### config.mk
export PLATFORM = sky130hd
export DESIGN_NAME = round_robin_ready_queue_top_flat
export DESIGN_NICKNAME = d
export VERILOG_FILES = /design/src/sv/rrq_pkg.sv /design/src/sv/rrq_if.sv /design/src/sv/round_robin_ready_queue_top.sv /design/src/sv/rrq_link_ram.sv /design/src/flat_wrapper.sv
export VERILOG_INCLUDE_DIRS = /design/src /design/src/sv
export SDC_FILE = /design/constraint.sdc
export NUM_CORES = 1
export LEC_CHECK = 0
export BUFFER_PORTS_ARGS = -buffer_cell sky130_fd_sc_hd__buf_2
export CORE_MARGIN = 4
export CORE_UTILIZATION = 63
export DETAILED_ROUTE_END_ITERATION = 8
export GPL_ROUTABILITY_DRIVEN = 0
export PLACE_DENSITY = 0.76
export SYNTH_ARGS = -nofsm -noshare
export SYNTH_HDL_FRONTEND = slang
export SYNTH_SLANG_ARGS = --single-unit
### constraint.sdc
create_clock -name clock -period 7.2 [get_ports clock]
set_input_delay 0.36 -clock clock [delete_from_list [all_inputs] [get_ports clock]]
set_output_delay 0.36 -clock clock [all_outputs]
set_load 0.005 [all_outputs]
### src/sv/round_robin_ready_queue_top_assert.svh
// ----------------------------------------------------------------------------
// Round-robin ready queue assertion macros
// Concurrent check macros used by the RTL; empty when ASSERT_OFF is set.
// ----------------------------------------------------------------------------
`ifndef ROUND_ROBIN_READY_QUEUE_TOP_ASSERT_SVH
`define ROUND_ROBIN_READY_QUEUE_TOP_ASSERT_SVH

`ifndef ASSERT_OFF

// Same-cycle implication.
`define RRQ_ASSERT_IMPL(label, clk, rst, ante, cons) \
   label: assert property (@(posedge clk) disable iff (rst) (ante) |-> (cons)) \
      else $error("rrq check failed");

// Next-cycle implication.
`define RRQ_ASSERT_NEXT(label, clk, rst, ante, cons) \
   label: assert property (@(posedge clk) disable iff (rst) (ante) |=> (cons)) \
      else $error("rrq check failed");

`else

`define RRQ_ASSERT_IMPL(label, clk, rst, ante, cons)
`define RRQ_ASSERT_NEXT(label, clk, rst, ante, cons)

`endif

`endif

### src/sv/rrq_pkg.sv
// ----------------------------------------------------------------------------
// Round-robin ready queue package
// Sizes, operation codes and shared types.
// ----------------------------------------------------------------------------
`default_nettype none

package rrq_pkg;

   localparam int MAX_TASKS = 64;
   localparam int TASK_W    = 6;
   localparam int OP_W      = 2;
   localparam int SLOT_W    = $clog2(MAX_TASKS);

   typedef logic [TASK_W-1:0] task_type;
   typedef logic [SLOT_W-1:0] slot_type;
   typedef logic [OP_W-1:0]   op_type;

   localparam op_type OP_ADD    = 2'd0;
   localparam op_type OP_REMOVE = 2'd1;
   localparam op_type OP_TICK   = 2'd2;

endpackage

`default_nettype wire

### src/sv/rrq_if.sv
// ----------------------------------------------------------------------------
// Round-robin ready queue channels
// Valid/ready request and response channels with their payloads.
// ----------------------------------------------------------------------------
`default_nettype none

interface rrq_req_if;
   logic              valid;
   logic              ready;
   rrq_pkg::op_type   op;
   rrq_pkg::task_type task_id;

   modport source (output valid, op, task_id, input ready);
   modport sink   (input valid, op, task_id, output ready);
endinterface

interface rrq_rsp_if;
   logic              valid;
   logic              ready;
   rrq_pkg::task_type head_task;
   logic              head_valid;
   rrq_pkg::task_type running_task_out;
   logic              running_valid;
   logic              switched;
   logic              status;

   modport source (output valid, head_task, head_valid, running_task_out,
                   running_valid, switched, status, input ready);
   modport sink   (input valid, head_task, head_valid, running_task_out,
                   running_valid, switched, status, output ready);
endinterface

`default_nettype wire

### src/sv/round_robin_ready_queue_top.sv
// ----------------------------------------------------------------------------
// Round-robin ready queue
// Doubly linked ready queue of task slots with add, remove and tick requests.
// ----------------------------------------------------------------------------
// In the cycle a request is accepted the block issues reads of the next and
// previous link RAMs; in the ST_EXEC state it then uses the read data to
// update head, tail, queued marks and running task, and on commit it
// writes at most one entry back into each link RAM. The link RAM reads are
// registered, and no new request is taken until the current one has committed. The result
// is held in an output register, so a result waiting on rsp ready does not
// stop the next request from being accepted; only the commit waits for the
// register to free up. Link entries are undefined after reset and are only
// used for queued slots; queued marks are flip-flops cleared by reset, so the
// block is ready right out of reset. Duplicate adds, removes of absent tasks,
// adds and removes of out-of-range slots and unused op codes change nothing and report status 1.
// ----------------------------------------------------------------------------
`default_nettype none
`include "round_robin_ready_queue_top_assert.svh"

module round_robin_ready_queue_top (
   input  wire logic  clock,
   input  wire logic  reset,
   rrq_req_if.sink    req_port,
   rrq_rsp_if.source  rsp_port
);

   localparam logic ST_IDLE = 1'b0;
   localparam logic ST_EXEC = 1'b1;

   // control state
   logic state_ff, state_in;
   logic rsp_valid_ff, rsp_valid_in;

   // captured request
   rrq_pkg::op_type   op_ff;
   rrq_pkg::slot_type id_ff;
   logic              id_ok_ff;

   // queue state
   rrq_pkg::slot_type          head_ff, head_in;
   rrq_pkg::slot_type          tail_ff, tail_in;
   logic                       nonempty_ff, nonempty_in;
   rrq_pkg::slot_type          run_ff, run_in;
   logic                       run_known_ff, run_known_in;
   logic [rrq_pkg::MAX_TASKS-1:0] mark_ff, mark_in;

   // result register
   rrq_pkg::task_type out_head_ff, out_run_ff;
   logic              out_head_valid_ff, out_run_valid_ff, out_sw_ff, out_status_ff;
   logic              sw, status;

   // link RAM ports
   logic              accept, commit;
   rrq_pkg::slot_type req_slot;
   logic              req_ok;
   rrq_pkg::slot_type next_rd_addr, next_rd, prev_rd;
   logic              next_wr_en, prev_wr_en;
   rrq_pkg::slot_type next_wr_addr, next_wr_data, prev_wr_addr, prev_wr_data;
   logic              is_queued, is_head, is_tail;

   assign req_port.ready = (state_ff == ST_IDLE);
   assign accept         = req_port.valid && req_port.ready;
   // commit only when the result register is free or being drained
   assign commit         = (state_ff == ST_EXEC) && (!rsp_valid_ff || rsp_port.ready);

   assign req_slot = rrq_pkg::SLOT_W'(req_port.task_id);
   assign req_ok   = int'(req_port.task_id) < rrq_pkg::MAX_TASKS;

   // A tick needs the successor of the head; add/remove need the task's links.
   assign next_rd_addr = (req_port.op == rrq_pkg::OP_TICK) ? head_ff : req_slot;

   rrq_link_ram #(.DEPTH(rrq_pkg::MAX_TASKS), .WIDTH(rrq_pkg::SLOT_W)) u_next_ram (
      .clock   (clock),
      .wr_en   (next_wr_en),
      .wr_addr (next_wr_addr),
      .wr_data (next_wr_data),
      .rd_en   (accept),
      .rd_addr (next_rd_addr),
      .rd_data (next_rd)
   );

   rrq_link_ram #(.DEPTH(rrq_pkg::MAX_TASKS), .WIDTH(rrq_pkg::SLOT_W)) u_prev_ram (
      .clock   (clock),
      .wr_en   (prev_wr_en),
      .wr_addr (prev_wr_addr),
      .wr_data (prev_wr_data),
      .rd_en   (accept),
      .rd_addr (req_slot),
      .rd_data (prev_rd)
   );

   // Writes happen only in the commit cycle and reads only on accept, which
   // needs ST_IDLE and so comes after the commit, so no forwarding path is needed.

   always_ff @(posedge clock) begin
      if (accept) begin
         op_ff    <= req_port.op;
         id_ff    <= req_slot;
         id_ok_ff <= req_ok;
      end
   end

   assign is_queued = id_ok_ff && mark_ff[id_ff];
   assign is_head   = (id_ff == head_ff);
   assign is_tail   = (id_ff == tail_ff);

   // Read-modify-write of the queue. Tail's next and head's prev are never
   // followed, so they are left stale instead of being cleared.
   always_comb begin
      head_in      = head_ff;
      tail_in      = tail_ff;
      nonempty_in  = nonempty_ff;
      run_in       = run_ff;
      run_known_in = run_known_ff;
      mark_in      = mark_ff;
      sw           = 1'b0;
      status       = 1'b0;
      next_wr_en   = 1'b0;
      next_wr_addr = tail_ff;
      next_wr_data = id_ff;
      prev_wr_en   = 1'b0;
      prev_wr_addr = id_ff;
      prev_wr_data = tail_ff;

      unique case (op_ff)
         rrq_pkg::OP_ADD: begin
            if (!id_ok_ff || is_queued) begin
               status = 1'b1;
            end else begin
               mark_in[id_ff] = 1'b1;
               tail_in        = id_ff;
               if (!nonempty_ff) begin
                  head_in     = id_ff;
                  nonempty_in = 1'b1;
               end else begin
                  // link behind the old tail
                  next_wr_en = 1'b1;
                  prev_wr_en = 1'b1;
               end
            end
         end
         rrq_pkg::OP_REMOVE: begin
            if (!is_queued || !nonempty_ff) begin
               status = 1'b1;
            end else begin
               mark_in[id_ff] = 1'b0;
               priority if (is_head && is_tail) begin
                  nonempty_in = 1'b0;
                  head_in     = '0;
                  tail_in     = '0;
               end else if (is_head) begin
                  head_in = next_rd;
               end else if (is_tail) begin
                  tail_in = prev_rd;
               end else begin
                  // splice neighbors together
                  next_wr_en   = 1'b1;
                  next_wr_addr = prev_rd;
                  next_wr_data = next_rd;
                  prev_wr_en   = 1'b1;
                  prev_wr_addr = next_rd;
                  prev_wr_data = prev_rd;
               end
            end
         end
         rrq_pkg::OP_TICK: begin
            if (nonempty_ff) begin
               if (head_ff != tail_ff) begin
                  // rotate head to tail
                  head_in      = next_rd;
                  tail_in      = head_ff;
                  next_wr_en   = 1'b1;
                  next_wr_addr = tail_ff;
                  next_wr_data = head_ff;
                  prev_wr_en   = 1'b1;
                  prev_wr_addr = head_ff;
                  prev_wr_data = tail_ff;
               end
               if (!run_known_ff || (run_ff != head_in)) begin
                  run_in       = head_in;
                  run_known_in = 1'b1;
                  sw           = 1'b1;
               end
            end
         end
         default: begin
            status = 1'b1;
         end
      endcase

      if (!commit) begin
         next_wr_en = 1'b0;
         prev_wr_en = 1'b0;
      end
   end

   always_comb begin
      state_in     = state_ff;
      rsp_valid_in = rsp_valid_ff;
      if (rsp_port.ready) begin
         rsp_valid_in = 1'b0;
      end
      unique case (state_ff)
         ST_IDLE: begin
            if (accept) begin
               state_in = ST_EXEC;
            end
         end
         ST_EXEC: begin
            if (commit) begin
               state_in     = ST_IDLE;
               rsp_valid_in = 1'b1;
            end
         end
         default: begin
            state_in = ST_IDLE;
         end
      endcase
   end

   always_ff @(posedge clock) begin
      if (reset) begin
         state_ff     <= ST_IDLE;
         rsp_valid_ff <= 1'b0;
         head_ff      <= '0;
         tail_ff      <= '0;
         nonempty_ff  <= 1'b0;
         run_ff       <= '0;
         run_known_ff <= 1'b0;
         mark_ff      <= '0;
      end else begin
         state_ff     <= state_in;
         rsp_valid_ff <= rsp_valid_in;
         if (commit) begin
            head_ff      <= head_in;
            tail_ff      <= tail_in;
            nonempty_ff  <= nonempty_in;
            run_ff       <= run_in;
            run_known_ff <= run_known_in;
            mark_ff      <= mark_in;
         end
      end
   end

   // result payload, loaded with the commit
   always_ff @(posedge clock) begin
      if (commit) begin
         out_head_ff       <= nonempty_in ? rrq_pkg::TASK_W'(head_in) : '0;
         out_head_valid_ff <= nonempty_in;
         out_run_ff        <= rrq_pkg::TASK_W'(run_in);
         out_run_valid_ff  <= run_known_in;
         out_sw_ff         <= sw;
         out_status_ff     <= status;
      end
   end

   assign rsp_port.valid            = rsp_valid_ff;
   assign rsp_port.head_task        = out_head_ff;
   assign rsp_port.head_valid       = out_head_valid_ff;
   assign rsp_port.running_task_out = out_run_ff;
   assign rsp_port.running_valid    = out_run_valid_ff;
   assign rsp_port.switched         = out_sw_ff;
   assign rsp_port.status           = out_status_ff;

   // checks
   `RRQ_ASSERT_NEXT(a_accept_exec, clock, reset, accept, state_ff == ST_EXEC && !req_port.ready)
   `RRQ_ASSERT_IMPL(a_empty_zero, clock, reset, !nonempty_ff, head_ff == '0 && tail_ff == '0)
   `RRQ_ASSERT_IMPL(a_ends_queued, clock, reset, nonempty_ff, mark_ff[head_ff] && mark_ff[tail_ff])
   `RRQ_ASSERT_NEXT(a_run_sticky, clock, reset, run_known_ff, run_known_ff)

endmodule

`default_nettype wire

### src/sv/rrq_link_ram.sv
// ----------------------------------------------------------------------------
// Link RAM
// Simple dual-port RAM, one write and one registered read per cycle.
// ----------------------------------------------------------------------------
`default_nettype none

module rrq_link_ram #(
   parameter int DEPTH = 64,
   parameter int WIDTH = 6
) (
   input  wire logic                     clock,
   input  wire logic                     wr_en,
   input  wire logic [$clog2(DEPTH)-1:0] wr_addr,
   input  wire logic [WIDTH-1:0]         wr_data,
   input  wire logic                     rd_en,
   input  wire logic [$clog2(DEPTH)-1:0] rd_addr,
   output logic      [WIDTH-1:0]         rd_data
);

   logic [WIDTH-1:0] mem [DEPTH];

   always_ff @(posedge clock) begin
      if (wr_en) begin
         mem[wr_addr] <= wr_data;
      end
   end

   always_ff @(posedge clock) begin
      if (rd_en) begin
         rd_data <= mem[rd_addr];
      end
   end

endmodule

`default_nettype wire
### src/flat_wrapper.sv
// flat-port wrapper written by rule: the top's interface ports become plain ports
module round_robin_ready_queue_top_flat 
  (clock, reset, req_port_valid, req_port_op, req_port_task_id, req_port_ready, rsp_port_valid, rsp_port_head_task, rsp_port_head_valid, rsp_port_running_task_out, rsp_port_running_valid, rsp_port_switched, rsp_port_status, rsp_port_ready);
  rrq_req_if req_port_i ();
  rrq_rsp_if rsp_port_i ();
  input  wire logic clock;
  input  wire logic reset;
  input wire logic [$bits(req_port_i.valid)-1:0] req_port_valid;
  input wire logic [$bits(req_port_i.op)-1:0] req_port_op;
  input wire logic [$bits(req_port_i.task_id)-1:0] req_port_task_id;
  output wire logic [$bits(req_port_i.ready)-1:0] req_port_ready;
  output wire logic [$bits(rsp_port_i.valid)-1:0] rsp_port_valid;
  output wire logic [$bits(rsp_port_i.head_task)-1:0] rsp_port_head_task;
  output wire logic [$bits(rsp_port_i.head_valid)-1:0] rsp_port_head_valid;
  output wire logic [$bits(rsp_port_i.running_task_out)-1:0] rsp_port_running_task_out;
  output wire logic [$bits(rsp_port_i.running_valid)-1:0] rsp_port_running_valid;
  output wire logic [$bits(rsp_port_i.switched)-1:0] rsp_port_switched;
  output wire logic [$bits(rsp_port_i.status)-1:0] rsp_port_status;
  input wire logic [$bits(rsp_port_i.ready)-1:0] rsp_port_ready;
  assign req_port_i.valid = req_port_valid;
  assign req_port_i.op = req_port_op;
  assign req_port_i.task_id = req_port_task_id;
  assign req_port_ready = req_port_i.ready;
  assign rsp_port_valid = rsp_port_i.valid;
  assign rsp_port_head_task = rsp_port_i.head_task;
  assign rsp_port_head_valid = rsp_port_i.head_valid;
  assign rsp_port_running_task_out = rsp_port_i.running_task_out;
  assign rsp_port_running_valid = rsp_port_i.running_valid;
  assign rsp_port_switched = rsp_port_i.switched;
  assign rsp_port_status = rsp_port_i.status;
  assign rsp_port_i.ready = rsp_port_ready;
  round_robin_ready_queue_top u_core (.clock(clock), .reset(reset), .req_port(req_port_i), .rsp_port(rsp_port_i));
endmodule
==> run metrics, run 1 <==
I/O pins 30; Starting Density 63.8%; Area growth, synth to finish 9.95%; Crit path largest cell delay 1.09 ns; initial antenna violation count 1; Mapped Nets 2132; post-CTS setup buffers 0; hold crit path type primary input to flop; internal reg-to-reg setup slack 1.38 ns; DR vias/cell 7.10; vias in the first global route 20900; core area 57800 µm²; Slew Viols, Final 0; post-route ant nets 0; Core Util, Final 70.2%; worst-skew pair later-pin latency 0.64 ns; Final Hold Vio Count 0; outcome finished, final reports clean; Sink Count 890; Final min period 5.82 ns; Crit-path slowest cell edfxtp_1; final instance area 40600 µm²; layout cells sized above 1 21.3%; max_slew headroom 22.1%; Post-synth EDFFs 804; Nets 2126; die area 62500 µm²; leakage power 12.4 nW; # hold bufs at CTS 3; Tot GR Track Use 28.4%; critical path endpoint category flop; WL/cell 29.9 µm; Clock Pin Slew Worst Setup and Hold Paths 0.06 ns; final setup fails 0; Syn Area/Cell 17.4 µm²; ANT cells 0; Post-DP Area 37600 µm²; router iterations before antenna repair 5; Post-Syn Area 36900 µm²; dpl ws 1.55 ns; DRC Markers 0; CTS max path bufs 3; worst path required time 7.46 ns; cts repair resizes 0; CTS tree done; #FFs+latches synth 890; Worst Path Arrival 6.08 ns; # rows 88; CTS Buf Count 86; Synth Instances 2116; root buffer cell clkbuf_16; largest net degree at the start of global routing 97; CP Launch Type flop; dpl hpwl 51.6 mm; setup tns final 0 ns; clock skew 0.0292 ns; GRT overflow 0; Die Y 250 µm; post-synth cell types 74; CTS H-tree lvls 3; Port Buf Inserts 29; final period utilization 80.9%; RSZ-0062 raised after global routing false; crit-path cells buf_4 > mux2i_1 > a22oi_1 > nand3_1 > and4_1 > a41oi_1 > a21boi_1 > nand3b_1 > nor3_1; final worst slack 1.38 ns; VDD IR-drop max 0.214 mV; crit path max fanout 24; predominant post-synthesis flop cell edfxtp_1; CP Class flop to flop; drt first-iter violations 2909; total length of routed wires 88.0 mm; top flop regs u_core.u_next_ram.mem: 384 flops, u_core.u_prev_ram.mem: 384 flops; worst hold slack 0.0657 ns; Seq/Total Area, Yosys 70.1%; maxcap violations 0; Synth async-reset ratio 0%; Slew @ Worst Pin 1.17 ns; synthesis warning total 0; vias post-DR 20900; Pwr per Cell Area 276 nW/µm²; Peak Freq 0.172 GHz; Die W 250 µm; first-pass GRT wire length 135 mm
==> synthesized netlist by cell type (3+ instances only) <==
master / count / area share (%)
a22oi_1: 18 / 0.37
and3_1: 14 / 0.24
buf_1: 22 / 0.22
buf_4: 5 / 0.10
o211ai_1: 11 / 0.22
o21ai_0: 17 / 0.23
a211oi_1: 79 / 1.6
a211o_1: 4 / 0.095
and2_1: 26 / 0.44
inv_1: 18 / 0.18
mux2i_1: 46 / 1.2
nand4_1: 6 / 0.10
buf_2: 40 / 0.54
a21o_1: 3 / 0.061
o21ai_1: 3 / 0.041
nand2_1: 110 / 1.1
nor3_1: 76 / 1.0
a311o_1: 6 / 0.16
dfxtp_1: 86 / 4.7
xnor2_1: 9 / 0.21
xor2_1: 10 / 0.24
nor2_1: 115 / 1.2
nand2b_1: 12 / 0.20
nand3_1: 41 / 0.56
mux4_2: 224 / 14
a311oi_1: 32 / 0.76
nor4_1: 4 / 0.068
mux2_2: 3 / 0.092
a221o_1: 6 / 0.16
a221oi_1: 5 / 0.12
o31ai_1: 3 / 0.061
nor3_2: 9 / 0.24
a21boi_0: 4 / 0.081
clkbuf_1: 84 / 0.85
and2_0: 4 / 0.068
ha_1: 4 / 0.14
a21oi_1: 20 / 0.27
or3_1: 5 / 0.085
a31oi_1: 79 / 1.3
edfxtp_1: 804 / 65
nor2b_1: 8 / 0.14
==> routing by layer <==
layer	GRT usage, %	wire [µm]
met5	0	13
met3	5.77	8780
met4	7.42	2370
met1	41.3	34100
met2	45.3	42700
==> placed cells by master (no fill, tap or decap), types with 76 or more instances in the layout <==
cell type | netlist | layout
edfxtp_1 | 804 | 804
mux4_2 | 224 | 224
dfxtp_1 | 86 | 86
nor3_1 | 76 | 76
a31oi_1 | 79 | 79
a211oi_1 | 79 | 79
nor2_1 | 115 | 115
nand2_1 | 110 | 106
clkbuf_16 | 0 | 87
==> critical path: cells and delay by family (launching register included) <==
kind            cells  cell delay [ns]
simple gates        4             2.72
flops               1             1.09
compound gates      3             0.87
buf+inv             1             0.50
mux                 1             0.23
==> layout make-up <==
type                            count  area, µm²
Clock buffer                      103       2260
Clock inverter                     53        647
Fill cell                        3462      17200
Inverter                           19       71.3
Multi-Input combinational cell   1052      10400
Sequential cell                   890      25900
Tap cell                          765        957
Timing Repair Buffer               61        414
==> through the flow <==
stage | instances | total power (W)
finish | 2943 | 0.0112
CTS | 2943 | 0.0112
global placement | 2784 | 0.00665
global route | 2943 | 0.0115
detailed placement | 2784 | 0.00666
floorplan | 2116 | 0.00639
==> power by group <==
part | leakage (nW) | switching [W] | internal, W | total [W]
Combinational | 3.18 | 0.000553 | 0.000275 | 0.000828
Clock | 1.40 | 0.00195 | 0.00266 | 0.00462
Sequential | 7.85 | 0.0000448 | 0.00570 | 0.00574
==> logic make-up (layout without fill, tap and decap cells) <==
group	after synthesis	count (layout)	share of synthesized area [%]
compound gates	309	309	6.24
xor+xnor	19	19	0.451
fa+ha+maj	4	4	0.136
buf+inv	174	236	2.07
flops	890	890	70.1
mux	273	273	15.0
simple gates	447	447	5.98
==> final timing paths <==
| check | startpoint | endpoint | cells past startpoint |
|---|---|---|---|
| worst max register to register | u_core.id_ff[0]$_DFFE_PP_ | u_core.u_prev_ram.mem[7][3]$_DFFE_PP_ | 9 |
| worst min register to register | u_core.run_known_ff$_SDFFE_PP0P_ | u_core.run_known_ff$_SDFFE_PP0P_ | 2 |
| worst max-delay path | u_core.id_ff[0]$_DFFE_PP_ | u_core.u_prev_ram.mem[7][3]$_DFFE_PP_ | 9 |
| worst min-delay path | rsp_port_ready | u_core.rsp_port.valid$_SDFF_PP0_ | 3 |
Note: power is estimated with default switching activity, not from simulation.
==> run 2: changes to the inputs <==
--- a/config.mk
+++ b/config.mk
@@ -8,10 +8,10 @@
 export LEC_CHECK = 0
 export BUFFER_PORTS_ARGS = -buffer_cell sky130_fd_sc_hd__buf_2
 export CORE_MARGIN = 4
-export CORE_UTILIZATION = 63
+export CORE_UTILIZATION = 57
 export DETAILED_ROUTE_END_ITERATION = 8
 export GPL_ROUTABILITY_DRIVEN = 0
-export PLACE_DENSITY = 0.76
+export PLACE_DENSITY = 0.73
 export SYNTH_ARGS = -nofsm -noshare
 export SYNTH_HDL_FRONTEND = slang
 export SYNTH_SLANG_ARGS = --single-unit
==> constraint.sdc (replaced) <==
create_clock -name clock -period 5.1 [get_ports clock]
set_input_delay 0.255 -clock clock [delete_from_list [all_inputs] [get_ports clock]]
set_output_delay 0.255 -clock clock [all_outputs]
set_load 0.005 [all_outputs]
==> run 2 against run 1 <==
Final cell count is 6.4% higher. Clock skew is 0.0052 ns higher. Critical path depth down 1. Sequential share of layout area fell by 1.3 points. Non-clock buffer count increased by 88. Critical endpoint is now u_core.u_prev_ram.mem[25][0]$_DFFE_PP_. Flip-flop and latch count unchanged. First-iteration DRC count grew 8.3%. Count of clock-buffer cells in the layout increased by 6. Highest routed layer is now met4.
==> run metrics, run 2 (same netlist as run 1, synthesis figures left out) <==
outcome finished, final reports clean; GRT overflow 0; DRC Markers 0; Net Sw Frac 22.9%; Crit-path slowest cell nor3_1; dpl hpwl 51.8 mm; most common cell after layout, fill and taps aside edfxtp_1; total length of routed wires 86.9 mm; GR Layer Usage met3 5.15%; Starting Density 57.4%; CP delay by family, top simple AND/OR/NAND/NOR gates; part of the power in combinational logic 7.6%; I/O pins 30; ANT cells 0; Final min period 4.64 ns; hold crit path type primary input to flop; critical path endpoint category flop; DR vias/cell 6.71; leakage power 12.9 nW; CTS max path bufs 3; final instance area 41400 µm²; register area 25900 µm²; setup tns final 0 ns; cts repair resizes 0; initial antenna violation count 0; CP Class flop to flop; post-CTS setup buffers 0; CP Launch Type flop; layout cells sized above 1 24.0%; clock skew 0.0344 ns; Post-DP Area 38400 µm²; first-pass GRT wire length 134 mm; RSZ-0062 raised after global routing false; GRT busiest layer met2; worst path required time 5.37 ns; Crit path largest cell delay 0.95 ns; largest net degree at the start of global routing 97; FILL cells 4303; GR met2 Demand/Resource 40.5%; internal reg-to-reg setup slack 0.46 ns; Die Y 262 µm; Clock Pin Slew Worst Setup and Hold Paths 0.06 ns; met1 GRT Util 36.3%; Final Hold Vio Count 0; # hold bufs at CTS 5; WL/cell 27.8 µm; maxcap violations 0; core area 64200 µm²; final setup fails 0; Peak Freq 0.216 GHz; Slew Viols, Final 0; CTS tree done; VDD IR-drop max 0.359 mV; vias in the first global route 21200; worst-skew pair later-pin latency 0.65 ns; crit-path cells inv_1 > nor3_1 > nand3_1 > and4_1 > a2111oi_4 > o211ai_4 > nand3b_1 > nor3_1; CTS Buf Count 90; CTS H-tree lvls 3; router iterations before antenna repair 6; Int Power 0.0122 W; Tot GR Track Use 25.2%; vias post-DR 21000; max_slew headroom 14.1%; die area 68900 µm²; Die W 262 µm; # rows 93; Nets 2218; Buffers & Inverters on Critical Path 1; register share of total power 51.1%; Slew @ Worst Pin 1.26 ns; Area growth, synth to finish 12.2%; Switch Pwr 0.00362 W; area of the multi-input gates 10400 µm²; top flop regs u_core.u_next_ram.mem: 384 flops, u_core.u_prev_ram.mem: 384 flops; most used cell, CP nor3_1; Port Buf Inserts 29; Pwr per Cell Area 382 nW/µm²; Clk pwr share 41.3%; Worst Path Arrival 4.91 ns; root buffer cell clkbuf_16; Sink Count 890; drt first-iter violations 3149; final period utilization 91.0%; crit path max fanout 15; most frequent cells in the layout 804 x edfxtp_1, 224 x mux4_2, 115 x nor2_1, 112 x buf_4, 106 x nand2_1; post-route ant nets 0
[run 2: changes by cell type in the layout (fill, tap and decap cells not counted), sizes merged]
cell / change
clkinv: +1
clkinvlp: +3
bufinv: -2
buf: +86
clkbuf: +6
inv: +3
dlygate4sd3: +2
[run 2: path summary, 6_finish.rpt]
path         cells past startpoint                                     end                 startpoint
min                              1               u_core.id_ff[4]$_DFFE_PP_        req_port_task_id[4]
max reg2reg                      8  u_core.u_prev_ram.mem[25][0]$_DFFE_PP_  u_core.id_ff[5]$_DFFE_PP_
max                              8  u_core.u_prev_ram.mem[25][0]$_DFFE_PP_  u_core.id_ff[5]$_DFFE_PP_
min reg2reg                      2                                    flop                       flop
[run 2: stage by stage]
stage	cells	hold WS (ns)	utilization [%]	worst slack (ns)	power [W]
after floorplan	2116	0.354	-	0.0311	0.00902
after global placement	2960	0.480	59.8	0.793	0.00940
after detailed placement	2960	0.482	59.8	0.636	0.00942
after CTS	3132	0.0196	64.5	0.580	0.0159
after global routing	3132	0.0452	64.5	0.193	0.0163
final	3132	0.0517	64.5	0.461	0.0158
[run 2: final cells by class]
class | count | area share, %
Clock inverter | 58 | 1.45
Sequential cell | 890 | 62.5
Tap cell | 855 | 2.58
Multi-Input combinational cell | 1052 | 25.0
Clock buffer | 109 | 5.64
Inverter | 19 | 0.172
Timing Repair Buffer | 149 | 2.70
[run 2: per-layer routing]
metal	part of all wire [%]	vias to the layer above
met2	49	1203
met5	0	-
met4	2.8	0
met1	39	10800
met3	9.6	212
li1	-	8841
[run 2: power by group through the flow]
stage	Combinational (W)	Clock, W	Sequential (W)
floorplan	0.000806	0	0.00822
global route	0.00129	0.00694	0.00809
CTS	0.00120	0.00661	0.00808
global placement	0.00116	0	0.00824
finish	0.00121	0.00654	0.00809
detailed placement	0.00118	0	0.00824
